$ cat config.mk
export PLATFORM = sky130hd
export DESIGN_NAME = watermark_bip_fifo
export DESIGN_NICKNAME = d
export VERILOG_FILES = /design/src/sv/wbf_pkg.sv /design/src/sv/watermark_bip_fifo.sv /design/src/sv/wbf_front.sv /design/src/sv/wbf_cmd_queue.sv /design/src/sv/wbf_back.sv
export SDC_FILE = /design/constraint.sdc
export NUM_CORES = 2
export LEC_CHECK = 0
export BUFFER_PORTS_ARGS = -buffer_cell sky130_fd_sc_hd__buf_2
export CAP_MARGIN = 25
export CORE_MARGIN = 4
export CORE_UTILIZATION = 50
export CTS_BUF_LIST = sky130_fd_sc_hd__clkbuf_4 sky130_fd_sc_hd__clkbuf_8
export DETAILED_ROUTE_END_ITERATION = 12
export GPL_TIMING_DRIVEN = 0
export PLACE_DENSITY_LB_ADDON = 0.2
export SYNTH_ARGS = -nofsm -noshare
export SYNTH_HDL_FRONTEND = slang
export SYNTH_SLANG_ARGS = --single-unit
$ cat constraint.sdc
create_clock -name aclk -period 11.5 [get_ports aclk]
set_input_delay 0.575 -clock aclk [delete_from_list [all_inputs] [get_ports aclk]]
set_output_delay 0.575 -clock aclk [all_outputs]
set_load 0.05 [all_outputs]
$ cat src/sv/wbf_pkg.sv
`default_nettype none
package wbf_pkg;

    localparam int CAPACITY    = 64;
    localparam int ITEM_WIDTH  = 32;
    localparam int QUEUE_DEPTH = 2;

    localparam int POS_W    = $clog2(CAPACITY + 1);
    localparam int ADDR_W   = $clog2(CAPACITY);
    localparam int ACTION_W = 3;
    localparam int CNT_W    = 7;
    localparam int REQ_W    = 6;
    localparam int CACHE_W  = 7;
    localparam int CMP_W    = ((POS_W > CNT_W) ? POS_W : CNT_W) + 1;
    localparam int QCNT_W   = $clog2(QUEUE_DEPTH + 1);
    localparam int QPTR_W   = (QUEUE_DEPTH > 1) ? $clog2(QUEUE_DEPTH) : 1;

    // configuration port
    localparam int CFG_IDX_W  = 1;
    localparam int CFG_DATA_W = 7;
    localparam logic [CFG_IDX_W-1:0] CFG_CACHE_ITEMS = 1'b0;
    localparam logic [CFG_IDX_W-1:0] CFG_MAX_REQUEST = 1'b1;
    localparam logic [CACHE_W-1:0]   CACHE_ITEMS_RST = 7'd32;
    localparam logic [REQ_W-1:0]     MAX_REQUEST_RST = 6'd16;

    // request action codes
    localparam logic [ACTION_W-1:0] ACT_RESERVE = 3'd0;
    localparam logic [ACTION_W-1:0] ACT_WRITE   = 3'd1;
    localparam logic [ACTION_W-1:0] ACT_COMMIT  = 3'd2;
    localparam logic [ACTION_W-1:0] ACT_DRAIN   = 3'd3;
    localparam logic [ACTION_W-1:0] ACT_SKIP    = 3'd4;
    localparam logic [ACTION_W-1:0] ACT_QUERY   = 3'd5;

    typedef enum logic [2:0] {
        OP_RESERVE,
        OP_WRITE,
        OP_COMMIT,
        OP_DRAIN,
        OP_SKIP,
        OP_QUERY,
        OP_BAD
    } op_t;

    typedef struct packed {
        logic [ACTION_W-1:0]   action;
        logic [ITEM_WIDTH-1:0] data;
        logic [CNT_W-1:0]      count;
    } in_item_t;

    typedef struct packed {
        logic [ITEM_WIDTH-1:0] item_out;
        logic [CNT_W-1:0]      result_count;
        logic [CNT_W-1:0]      fill;
        logic                  status;
        logic                  last;
    } out_item_t;

    typedef struct packed {
        op_t                   op;
        logic [ITEM_WIDTH-1:0] data;
        logic [CNT_W-1:0]      count;
    } cmd_t;

    typedef struct packed {
        logic valid;
        logic full;
    } queue_stat_t;

endpackage
`default_nettype wire

$ cat src/sv/watermark_bip_fifo.sv
`default_nettype none
// Channel    Handshake           Payload      Moves
// s_         s_valid / s_ready   s_item       one request: action, data, count
// m_         m_valid / m_ready   m_item       one result of a request
// cfg_       cfg_we              cfg_wdata    cache_items or max_request by cfg_index
//
// Requests are decoded in front and held in a two-entry queue; the back end runs one at a time.
// A single-result request is handled in the back end once the result register is free.
// A drain reads the head item from memory, then emits one item per cycle unless m_ready stalls.
// The result register takes a new result in the cycle its old one is taken.
// aresetn is synchronous, active low; the item store keeps its contents over reset.
module watermark_bip_fifo (
    input  wire logic                           aclk,
    input  wire logic                           aresetn,
    input  wire logic                           s_valid,
    output logic                                s_ready,
    input  wire wbf_pkg::in_item_t              s_item,
    output logic                                m_valid,
    input  wire logic                           m_ready,
    output wbf_pkg::out_item_t                  m_item,
    input  wire logic                           cfg_we,
    input  wire logic [wbf_pkg::CFG_IDX_W-1:0]  cfg_index,
    input  wire logic [wbf_pkg::CFG_DATA_W-1:0] cfg_wdata
);
    import wbf_pkg::*;

    logic        push, pop;
    cmd_t        push_cmd, head_cmd;
    queue_stat_t q_stat;

    wbf_front u_front (
        .aclk     (aclk),
        .aresetn  (aresetn),
        .s_valid  (s_valid),
        .s_ready  (s_ready),
        .s_item   (s_item),
        .q_stat   (q_stat),
        .push     (push),
        .push_cmd (push_cmd)
    );

    wbf_cmd_queue u_queue (
        .aclk     (aclk),
        .aresetn  (aresetn),
        .push     (push),
        .push_cmd (push_cmd),
        .pop      (pop),
        .head_cmd (head_cmd),
        .q_stat   (q_stat)
    );

    wbf_back u_back (
        .aclk      (aclk),
        .aresetn   (aresetn),
        .cfg_we    (cfg_we),
        .cfg_index (cfg_index),
        .cfg_wdata (cfg_wdata),
        .head_cmd  (head_cmd),
        .q_stat    (q_stat),
        .pop       (pop),
        .m_valid   (m_valid),
        .m_ready   (m_ready),
        .m_item    (m_item)
    );

endmodule
`default_nettype wire

$ cat src/sv/wbf_front.sv
`default_nettype none
module wbf_front (
    input  wire logic              aclk,
    input  wire logic              aresetn,
    input  wire logic              s_valid,
    output logic                   s_ready,
    input  wire wbf_pkg::in_item_t s_item,
    input  wire wbf_pkg::queue_stat_t q_stat,
    output logic                   push,
    output wbf_pkg::cmd_t          push_cmd
);
    import wbf_pkg::*;

    op_t op;

    always_comb begin
        case (s_item.action)
            ACT_RESERVE: op = OP_RESERVE;
            ACT_WRITE:   op = OP_WRITE;
            ACT_COMMIT:  op = OP_COMMIT;
            ACT_DRAIN:   op = OP_DRAIN;
            ACT_SKIP:    op = OP_SKIP;
            ACT_QUERY:   op = OP_QUERY;
            default:     op = OP_BAD;
        endcase
    end

    assign s_ready         = ~q_stat.full;
    assign push            = s_valid & s_ready;
    assign push_cmd.op     = op;
    assign push_cmd.data   = s_item.data;
    assign push_cmd.count  = s_item.count;

    a_no_push_full: assert property (@(posedge aclk) disable iff (!aresetn)
        q_stat.full |-> !push)
        else $error("request pushed into a full queue");

endmodule
`default_nettype wire

$ cat src/sv/wbf_cmd_queue.sv
`default_nettype none
module wbf_cmd_queue (
    input  wire logic          aclk,
    input  wire logic          aresetn,
    input  wire logic          push,
    input  wire wbf_pkg::cmd_t push_cmd,
    input  wire logic          pop,
    output wbf_pkg::cmd_t      head_cmd,
    output wbf_pkg::queue_stat_t q_stat
);
    import wbf_pkg::*;

    cmd_t              entry_reg [QUEUE_DEPTH];
    logic [QPTR_W-1:0] wr_ptr_reg, wr_ptr_next;
    logic [QPTR_W-1:0] rd_ptr_reg, rd_ptr_next;
    logic [QCNT_W-1:0] cnt_reg, cnt_next;

    function automatic logic [QPTR_W-1:0] ptr_inc(input logic [QPTR_W-1:0] p);
        ptr_inc = (p == QPTR_W'(QUEUE_DEPTH - 1)) ? '0 : p + 1'b1;
    endfunction

    always_comb begin
        wr_ptr_next = push ? ptr_inc(wr_ptr_reg) : wr_ptr_reg;
        rd_ptr_next = pop ? ptr_inc(rd_ptr_reg) : rd_ptr_reg;
        cnt_next    = cnt_reg;
        if (push && !pop) begin
            cnt_next = cnt_reg + 1'b1;
        end else if (pop && !push) begin
            cnt_next = cnt_reg - 1'b1;
        end
    end

    always_ff @(posedge aclk) begin
        if (!aresetn) begin
            wr_ptr_reg <= '0;
            rd_ptr_reg <= '0;
            cnt_reg    <= '0;
        end else begin
            wr_ptr_reg <= wr_ptr_next;
            rd_ptr_reg <= rd_ptr_next;
            cnt_reg    <= cnt_next;
        end
    end

    always_ff @(posedge aclk) begin
        if (push) begin
            entry_reg[wr_ptr_reg] <= push_cmd;
        end
    end

    assign head_cmd     = entry_reg[rd_ptr_reg];
    assign q_stat.valid = (cnt_reg != '0);
    assign q_stat.full  = (cnt_reg == QCNT_W'(QUEUE_DEPTH));

    a_no_pop_empty: assert property (@(posedge aclk) disable iff (!aresetn)
        pop |-> q_stat.valid)
        else $error("pop from an empty queue");

endmodule
`default_nettype wire

$ cat src/sv/wbf_back.sv
`default_nettype none
module wbf_back (
    input  wire logic                         aclk,
    input  wire logic                         aresetn,
    input  wire logic                         cfg_we,
    input  wire logic [wbf_pkg::CFG_IDX_W-1:0]  cfg_index,
    input  wire logic [wbf_pkg::CFG_DATA_W-1:0] cfg_wdata,
    input  wire wbf_pkg::cmd_t                head_cmd,
    input  wire wbf_pkg::queue_stat_t         q_stat,
    output logic                              pop,
    output logic                              m_valid,
    input  wire logic                         m_ready,
    output wbf_pkg::out_item_t                m_item
);
    import wbf_pkg::*;

    typedef enum logic {ST_IDLE, ST_DRAIN} state_t;

    state_t             state_reg, state_next;
    logic [POS_W-1:0]   read_pos_reg, read_pos_next;
    logic [POS_W-1:0]   right_end_reg, right_end_next;
    logic [POS_W-1:0]   left_end_reg, left_end_next;
    logic               wrapped_reg, wrapped_next;
    logic               reserved_reg, reserved_next;
    logic [POS_W-1:0]   reserve_start_reg, reserve_start_next;
    logic [REQ_W-1:0]   reserve_len_reg, reserve_len_next;
    logic [REQ_W-1:0]   write_offset_reg, write_offset_next;
    logic [CACHE_W-1:0] cache_items_reg, cache_items_next;
    logic [REQ_W-1:0]   max_request_reg, max_request_next;
    logic [POS_W-1:0]   drain_k_reg, drain_k_next;
    logic [POS_W-1:0]   drain_n_reg, drain_n_next;
    logic [POS_W-1:0]   drain_after_reg, drain_after_next;
    logic               out_valid_reg, out_valid_next;
    out_item_t          out_item_reg, out_item_next;

    logic [ITEM_WIDTH-1:0] item_mem [CAPACITY];
    logic [ITEM_WIDTH-1:0] rd_data_reg;
    logic                  mem_we, rd_en;
    logic [ADDR_W-1:0]     mem_waddr, rd_addr;
    logic [POS_W-1:0]      rd_k;

    logic             out_free;
    logic [POS_W-1:0] right_len, fill;
    logic [CMP_W-1:0] count_c, fill_c;

    // head advance, shared by drain and skip
    logic [POS_W-1:0] adv_n, adv_read_pos, adv_right_end, adv_fill;
    logic             adv_wrapped;

    // commit placement
    logic [POS_W-1:0] cm_n, cm_right_end, cm_left_end, cm_fill;
    logic             cm_wrapped;

    // reserve placement
    logic             rs_ok;
    logic [POS_W-1:0] rs_start;

    function automatic logic [ADDR_W-1:0] item_addr(
        input logic [POS_W-1:0] k,
        input logic [POS_W-1:0] rpos,
        input logic [POS_W-1:0] rlen,
        input logic             wrap
    );
        logic [POS_W-1:0] idx;
        idx = (wrap && (k >= rlen)) ? (k - rlen) : (rpos + k);
        item_addr = idx[ADDR_W-1:0];
    endfunction

    assign out_free  = ~out_valid_reg | m_ready;
    assign right_len = right_end_reg - read_pos_reg;
    assign fill      = right_len + (wrapped_reg ? left_end_reg : '0);
    assign count_c   = CMP_W'(head_cmd.count);
    assign fill_c    = CMP_W'(fill);

    always_comb begin
        adv_n         = (state_reg == ST_DRAIN) ? drain_n_reg : POS_W'(head_cmd.count);
        adv_read_pos  = read_pos_reg + adv_n;
        adv_right_end = right_end_reg;
        adv_wrapped   = wrapped_reg;
        if (wrapped_reg && !(right_len > adv_n)) begin
            adv_read_pos  = adv_n - right_len;
            adv_right_end = left_end_reg;
            adv_wrapped   = 1'b0;
        end
        adv_fill = adv_right_end - adv_read_pos + (adv_wrapped ? left_end_reg : '0);
    end

    always_comb begin
        cm_n = (count_c > CMP_W'(reserve_len_reg)) ? POS_W'(reserve_len_reg)
                                                   : POS_W'(head_cmd.count);
        cm_right_end = right_end_reg;
        cm_left_end  = left_end_reg;
        cm_wrapped   = wrapped_reg;
        if (cm_n != '0) begin
            if (wrapped_reg) begin
                cm_left_end = reserve_start_reg + cm_n;
            end else if (reserve_start_reg == right_end_reg) begin
                cm_right_end = right_end_reg + cm_n;
                cm_left_end  = right_end_reg + cm_n;
            end else begin
                cm_left_end = reserve_start_reg + cm_n;
                cm_wrapped  = 1'b1;
            end
        end
        cm_fill = cm_right_end - read_pos_reg + (cm_wrapped ? cm_left_end : '0);
    end

    always_comb begin
        rs_ok    = 1'b0;
        rs_start = '0;
        if (!reserved_reg && (count_c <= CMP_W'(max_request_reg))) begin
            if (wrapped_reg) begin
                if ((read_pos_reg >= left_end_reg) &&
                    (CMP_W'(read_pos_reg - left_end_reg) >= count_c)) begin
                    rs_ok    = 1'b1;
                    rs_start = left_end_reg;
                end
            end else if (CMP_W'(POS_W'(CAPACITY) - right_end_reg) >= count_c) begin
                rs_ok    = 1'b1;
                rs_start = right_end_reg;
            end else if (CMP_W'(read_pos_reg) >= count_c) begin
                rs_ok = 1'b1;
            end
        end
    end

    always_comb begin
        state_next         = state_reg;
        read_pos_next      = read_pos_reg;
        right_end_next     = right_end_reg;
        left_end_next      = left_end_reg;
        wrapped_next       = wrapped_reg;
        reserved_next      = reserved_reg;
        reserve_start_next = reserve_start_reg;
        reserve_len_next   = reserve_len_reg;
        write_offset_next  = write_offset_reg;
        cache_items_next   = cache_items_reg;
        max_request_next   = max_request_reg;
        drain_k_next       = drain_k_reg;
        drain_n_next       = drain_n_reg;
        drain_after_next   = drain_after_reg;
        out_valid_next     = out_valid_reg & ~m_ready;
        out_item_next      = out_item_reg;
        pop                = 1'b0;
        mem_we             = 1'b0;
        mem_waddr          = ADDR_W'(reserve_start_reg + POS_W'(write_offset_reg));
        rd_en              = 1'b0;
        rd_k               = (state_reg == ST_DRAIN) ? drain_k_reg + 1'b1 : '0;
        rd_addr            = item_addr(rd_k, read_pos_reg, right_len, wrapped_reg);

        if (cfg_we) begin
            case (cfg_index)
                CFG_CACHE_ITEMS: cache_items_next = cfg_wdata[CACHE_W-1:0];
                CFG_MAX_REQUEST: max_request_next = cfg_wdata[REQ_W-1:0];
                default: ;
            endcase
        end

        case (state_reg)
            ST_IDLE: begin
                if (q_stat.valid && out_free) begin
                    pop                        = 1'b1;
                    out_valid_next             = 1'b1;
                    out_item_next.item_out     = '0;
                    out_item_next.result_count = '0;
                    out_item_next.fill         = CNT_W'(fill);
                    out_item_next.status       = 1'b0;
                    out_item_next.last         = 1'b1;
                    case (head_cmd.op)
                        OP_RESERVE: begin
                            out_item_next.status = ~rs_ok;
                            if (rs_ok) begin
                                reserved_next      = 1'b1;
                                reserve_start_next = rs_start;
                                reserve_len_next   = REQ_W'(head_cmd.count);
                                write_offset_next  = '0;
                            end
                        end
                        OP_WRITE: begin
                            if (reserved_reg && (write_offset_reg < reserve_len_reg)) begin
                                mem_we            = 1'b1;
                                write_offset_next = write_offset_reg + 1'b1;
                            end else begin
                                out_item_next.status = 1'b1;
                            end
                        end
                        OP_COMMIT: begin
                            if (reserved_reg) begin
                                right_end_next             = cm_right_end;
                                left_end_next              = cm_left_end;
                                wrapped_next               = cm_wrapped;
                                reserved_next              = 1'b0;
                                reserve_len_next           = '0;
                                write_offset_next          = '0;
                                out_item_next.result_count = CNT_W'(cm_n);
                                out_item_next.fill         = CNT_W'(cm_fill);
                            end else begin
                                out_item_next.status = 1'b1;
                            end
                        end
                        OP_DRAIN: begin
                            if (fill > POS_W'(cache_items_reg)) begin
                                // prefetch the head item, emit from the drain loop
                                out_valid_next   = out_valid_reg & ~m_ready;
                                out_item_next    = out_item_reg;
                                rd_en            = 1'b1;
                                drain_k_next     = '0;
                                drain_n_next     = fill - POS_W'(cache_items_reg);
                                drain_after_next = POS_W'(cache_items_reg);
                                state_next       = ST_DRAIN;
                            end
                        end
                        OP_SKIP: begin
                            if (fill_c <= count_c) begin
                                read_pos_next  = reserved_reg ? reserve_start_reg : '0;
                                right_end_next = reserved_reg ? reserve_start_reg : '0;
                                left_end_next  = '0;
                                wrapped_next   = 1'b0;
                                out_item_next.result_count = CNT_W'(fill);
                                out_item_next.fill         = '0;
                            end else begin
                                read_pos_next  = adv_read_pos;
                                right_end_next = adv_right_end;
                                wrapped_next   = adv_wrapped;
                                out_item_next.result_count = head_cmd.count;
                                out_item_next.fill         = CNT_W'(adv_fill);
                            end
                        end
                        OP_QUERY: ;
                        default: out_item_next.status = 1'b1;
                    endcase
                end
            end
            ST_DRAIN: begin
                if (out_free) begin
                    out_valid_next             = 1'b1;
                    out_item_next.item_out     = rd_data_reg;
                    out_item_next.result_count = CNT_W'(drain_n_reg);
                    out_item_next.fill         = CNT_W'(drain_after_reg);
                    out_item_next.status       = 1'b0;
                    out_item_next.last         = (drain_k_reg == drain_n_reg - 1'b1);
                    if (drain_k_reg == drain_n_reg - 1'b1) begin
                        read_pos_next  = adv_read_pos;
                        right_end_next = adv_right_end;
                        wrapped_next   = adv_wrapped;
                        state_next     = ST_IDLE;
                    end else begin
                        rd_en        = 1'b1;
                        drain_k_next = drain_k_reg + 1'b1;
                    end
                end
            end
            default: state_next = ST_IDLE;
        endcase
    end

    always_ff @(posedge aclk) begin
        if (!aresetn) begin
            state_reg         <= ST_IDLE;
            read_pos_reg      <= '0;
            right_end_reg     <= '0;
            left_end_reg      <= '0;
            wrapped_reg       <= 1'b0;
            reserved_reg      <= 1'b0;
            reserve_start_reg <= '0;
            reserve_len_reg   <= '0;
            write_offset_reg  <= '0;
            cache_items_reg   <= CACHE_ITEMS_RST;
            max_request_reg   <= MAX_REQUEST_RST;
            drain_k_reg       <= '0;
            drain_n_reg       <= '0;
            drain_after_reg   <= '0;
            out_valid_reg     <= 1'b0;
            out_item_reg      <= '0;
        end else begin
            state_reg         <= state_next;
            read_pos_reg      <= read_pos_next;
            right_end_reg     <= right_end_next;
            left_end_reg      <= left_end_next;
            wrapped_reg       <= wrapped_next;
            reserved_reg      <= reserved_next;
            reserve_start_reg <= reserve_start_next;
            reserve_len_reg   <= reserve_len_next;
            write_offset_reg  <= write_offset_next;
            cache_items_reg   <= cache_items_next;
            max_request_reg   <= max_request_next;
            drain_k_reg       <= drain_k_next;
            drain_n_reg       <= drain_n_next;
            drain_after_reg   <= drain_after_next;
            out_valid_reg     <= out_valid_next;
            out_item_reg      <= out_item_next;
        end
    end

    always_ff @(posedge aclk) begin
        if (mem_we) begin
            item_mem[mem_waddr] <= head_cmd.data;
        end
        if (rd_en) begin
            rd_data_reg <= item_mem[rd_addr];
        end
    end

    assign m_valid = out_valid_reg;
    assign m_item  = out_item_reg;

    a_head_order: assert property (@(posedge aclk) disable iff (!aresetn)
        read_pos_reg <= right_end_reg)
        else $error("read position passed the right end");

    a_wrap_room: assert property (@(posedge aclk) disable iff (!aresetn)
        wrapped_reg |-> (left_end_reg <= read_pos_reg))
        else $error("left region overlaps the head");

    a_region_fits: assert property (@(posedge aclk) disable iff (!aresetn)
        reserved_reg |-> (CMP_W'(reserve_start_reg) + CMP_W'(reserve_len_reg)
                          <= CMP_W'(CAPACITY)))
        else $error("reserved region runs past the store");

    a_drain_index: assert property (@(posedge aclk) disable iff (!aresetn)
        (state_reg == ST_DRAIN) |-> (drain_k_reg < drain_n_reg))
        else $error("drain index beyond run length");

endmodule
`default_nettype wire

==> flow_summary.yaml <==
outcome:
  outcome: "completed"
sta:
  period_share: 0.758
  max_slew_margin: 0.165
  setup_tns_ns: 0
  finalMaxSlewViolations: 0
  setup_violations: 0
  rsz0062_at_grt: "false"
  fmax_ghz: 0.115
  finClkSkew_ns: 0.106
  finalCriticalPeriod_ns: 8.72
  hold_viol: 0
  worst_pin_slew_ns: 1.22
grt:
  track_usage: 0.265
  gr-usage-met1: 0.365
  first_global_vias: 49300
  grt_pass1_wl_mm: 360
  grt.overflow.total: 0
  grtUsageMet3: 0.0500
  antenna_found_initial: 9
  grtUsageMet2: 0.417
  busiest_layer: "met2"
  grt_max_degree: 65
critical_path:
  max_stage_delay_ns: 0.93
  end_kind: "register"
  cp.required_ns: 12.24
  worstSetupStartpoint: "u_back.read_pos_reg[1]"
  critPathLaunchType: "register"
  r2r-end: "u_back.rd_data_reg[11]"
  reg2reg_slack_ns: 2.78
  cp-endpoint: "u_back.rd_data_reg[11]"
  worst_ep_arrival_time_ns: 9.46
  cp_max_fo: 10
  critPathSlowestCell: "mux2i_1"
  crit_type: "register to register"
  r2r_start: "u_back.read_pos_reg[1]"
  r2r_cells: 24
  path_cells: "inv_1, ha_1, a21o_1, a21o_1, a21o_1, a21oi_1, xnor2_1, inv_1, ha_1, o21ai_0, o21ai_1, o211ai_1, clkbuf_1, nand2_1, o21ai_0, ha_1, fa_1, clkbuf_1, clkbuf_2, clkbuf_1, mux4_2, mux4_2, mux2i_1, mux2i_1"
synthesis:
  ys_warn_count: 0
  yosysTopAreaCell: "edfxtp_1"
  postSynthAreaPerCell_um2: 20.2
  synthArstFlopShare: 0
  synth_seq_area_share: 0.727
  synth_cell_type_count: 83
  synthFlopType: "edfxtp_1"
  netlist_top_cells_count: "2164 x edfxtp_1, 640 x mux4_2, 210 x nor2_1"
  synthCells: 4611
  netlist_top_cells_area: "edfxtp_1 70%, mux4_2 16%, dfxtp_1 2.8%, ha_1 1.8%, mux2i_1 1.3%"
  yosysMostFrequentCell: "edfxtp_1"
  synthesis.area_um2: 92900
  yosys_register_bits: 2295
  synth.top_cell.area_share: 0.699
  syn-num-nets: 4821
  synth_edf_count: 2164
final_layout:
  largest_reg_flops: 2048
  syn2layout_area_growth_pct: 15.8
  drive_above_1_share: 0.294
  finalNetCount: 5506
  nFillCells: 13427
clocking:
  root_buffer: "clkbuf_8"
  clock_latency_ns: 1.06
  cts_tree: "done"
  cts_hold_buf: 55
  cts_resized: 0
  clk_pin_slew_ns: 0.06
  ctsHtreeMaxLevel: 5
  cts.sinks: 2295
  clk_path_buf_depth: 4
  cts_buffers: 376
  cts_setup_buffers: 0
die:
  die_h_um: 439
  ios: 105
  start_util: 0.506
  row_count: 157
  die_w_um: 439
  core_area_um2: 184000
  dieArea_um2: 193000
job:
  maxCapViolCount: 0
placed_design:
  place.gp.congestion: 0.937
  hpwl_mm: 176
  port_buffers: 102
route:
  drcViolationCount: 0
  antenna_left: 0
  routed_wl_mm: 253
  wl_per_cell_um: 31.6
  vias_per_cell: 6.11
  drtIter0Drc: 6366
  num_vias: 49059
  drt_pass1_iterations: 8
worst_hold_path:
  hp-start: "s_item[11]"
  hold_class: "input pin to register"
-- worst max-delay path: cells and delay by family (launching register included) --
kind | cells | cell delay, ns
xor+xnor | 1 | 0.25
simple gates | 1 | 0.09
buf+inv | 6 | 2.82
compound gates | 8 | 1.14
flops | 1 | 0.61
mux | 4 | 2.10
fa+ha+maj | 4 | 1.44
-- layer usage --
metal  wire, µm  up-vias
met2     120000     2362
met1     100000    25864
met4      12000        2
met5         13        -
met3      20700      468
li1           -    20363
-- placed cells by master, fill, tap and decap left out, types with 72 or more instances in the layout --
cell type  instances
clkbuf_8         391
nor2_1           147
nand3_1           72
a21oi_1          152
inv_1            105
clkinv_1          73
edfxtp_1        2164
clkbuf_1         153
mux4_2           640
clkbuf_4         136
dfxtp_1          131
buf_2            111
nand2_1          147
ha_1             133
mux2i_1          118
-- cell families after synthesis --
logic type | share of synthesized area
xor+xnor | 0.00952
mux | 0.174
compound gates | 0.0259
flops | 0.727
simple gates | 0.0260
buf+inv | 0.0144
fa+ha+maj | 0.0226
-- through the flow --
stage | instances | setup WS [ns] | hold WS, ns | util | cell area (µm²)
after floorplan | 4611 | 5.71 | 0.436 | - | 92900
after global placement | 7177 | 2.14 | 0.439 | 0.525 | 96500
after detailed placement | 7302 | 2.81 | 0.444 | 0.541 | 99600
after CTS | 8000 | 2.84 | 0.139 | 0.583 | 107000
after global routing | 8027 | 2.56 | 0.186 | 0.585 | 108000
final | 8031 | 2.78 | 0.251 | 0.585 | 108000
-- layout make-up --
type | instances | area [µm²] | area share
flip-flops and latches | 2295 | 67600 | 0.628
multi-input cells | 1981 | 24500 | 0.228
clock buffers | 527 | 6400 | 0.0595
repair buffers | 307 | 3930 | 0.0365
well taps | 2464 | 3080 | 0.0286
plain buffers | 228 | 946 | 0.00879
clock inverters | 116 | 736 | 0.00684
inverters | 107 | 402 | 0.00373
diodes | 6 | 15.0 | 0.000139
-- how the worst min path moves through the flow --
| stage | to | slack (ns) | cells after the start |
|---|---|---|---|
| after global placement | u_back.m_item[24] | 0.44 | 2 |
| final | u_queue.entry_reg[0][11] | 0.25 | 2 |
| after floorplan | u_back.max_request_reg[1] | 0.44 | 2 |
| after detailed placement | u_back.m_item[22] | 0.44 | 2 |
| after CTS | u_queue.entry_reg[1][20] | 0.14 | 2 |
| after global routing | u_queue.entry_reg[1][3] | 0.19 | 2 |
Power is not shown: default switching activity piles up to over one toggle a cycle in this logic, so the estimate is an artifact.
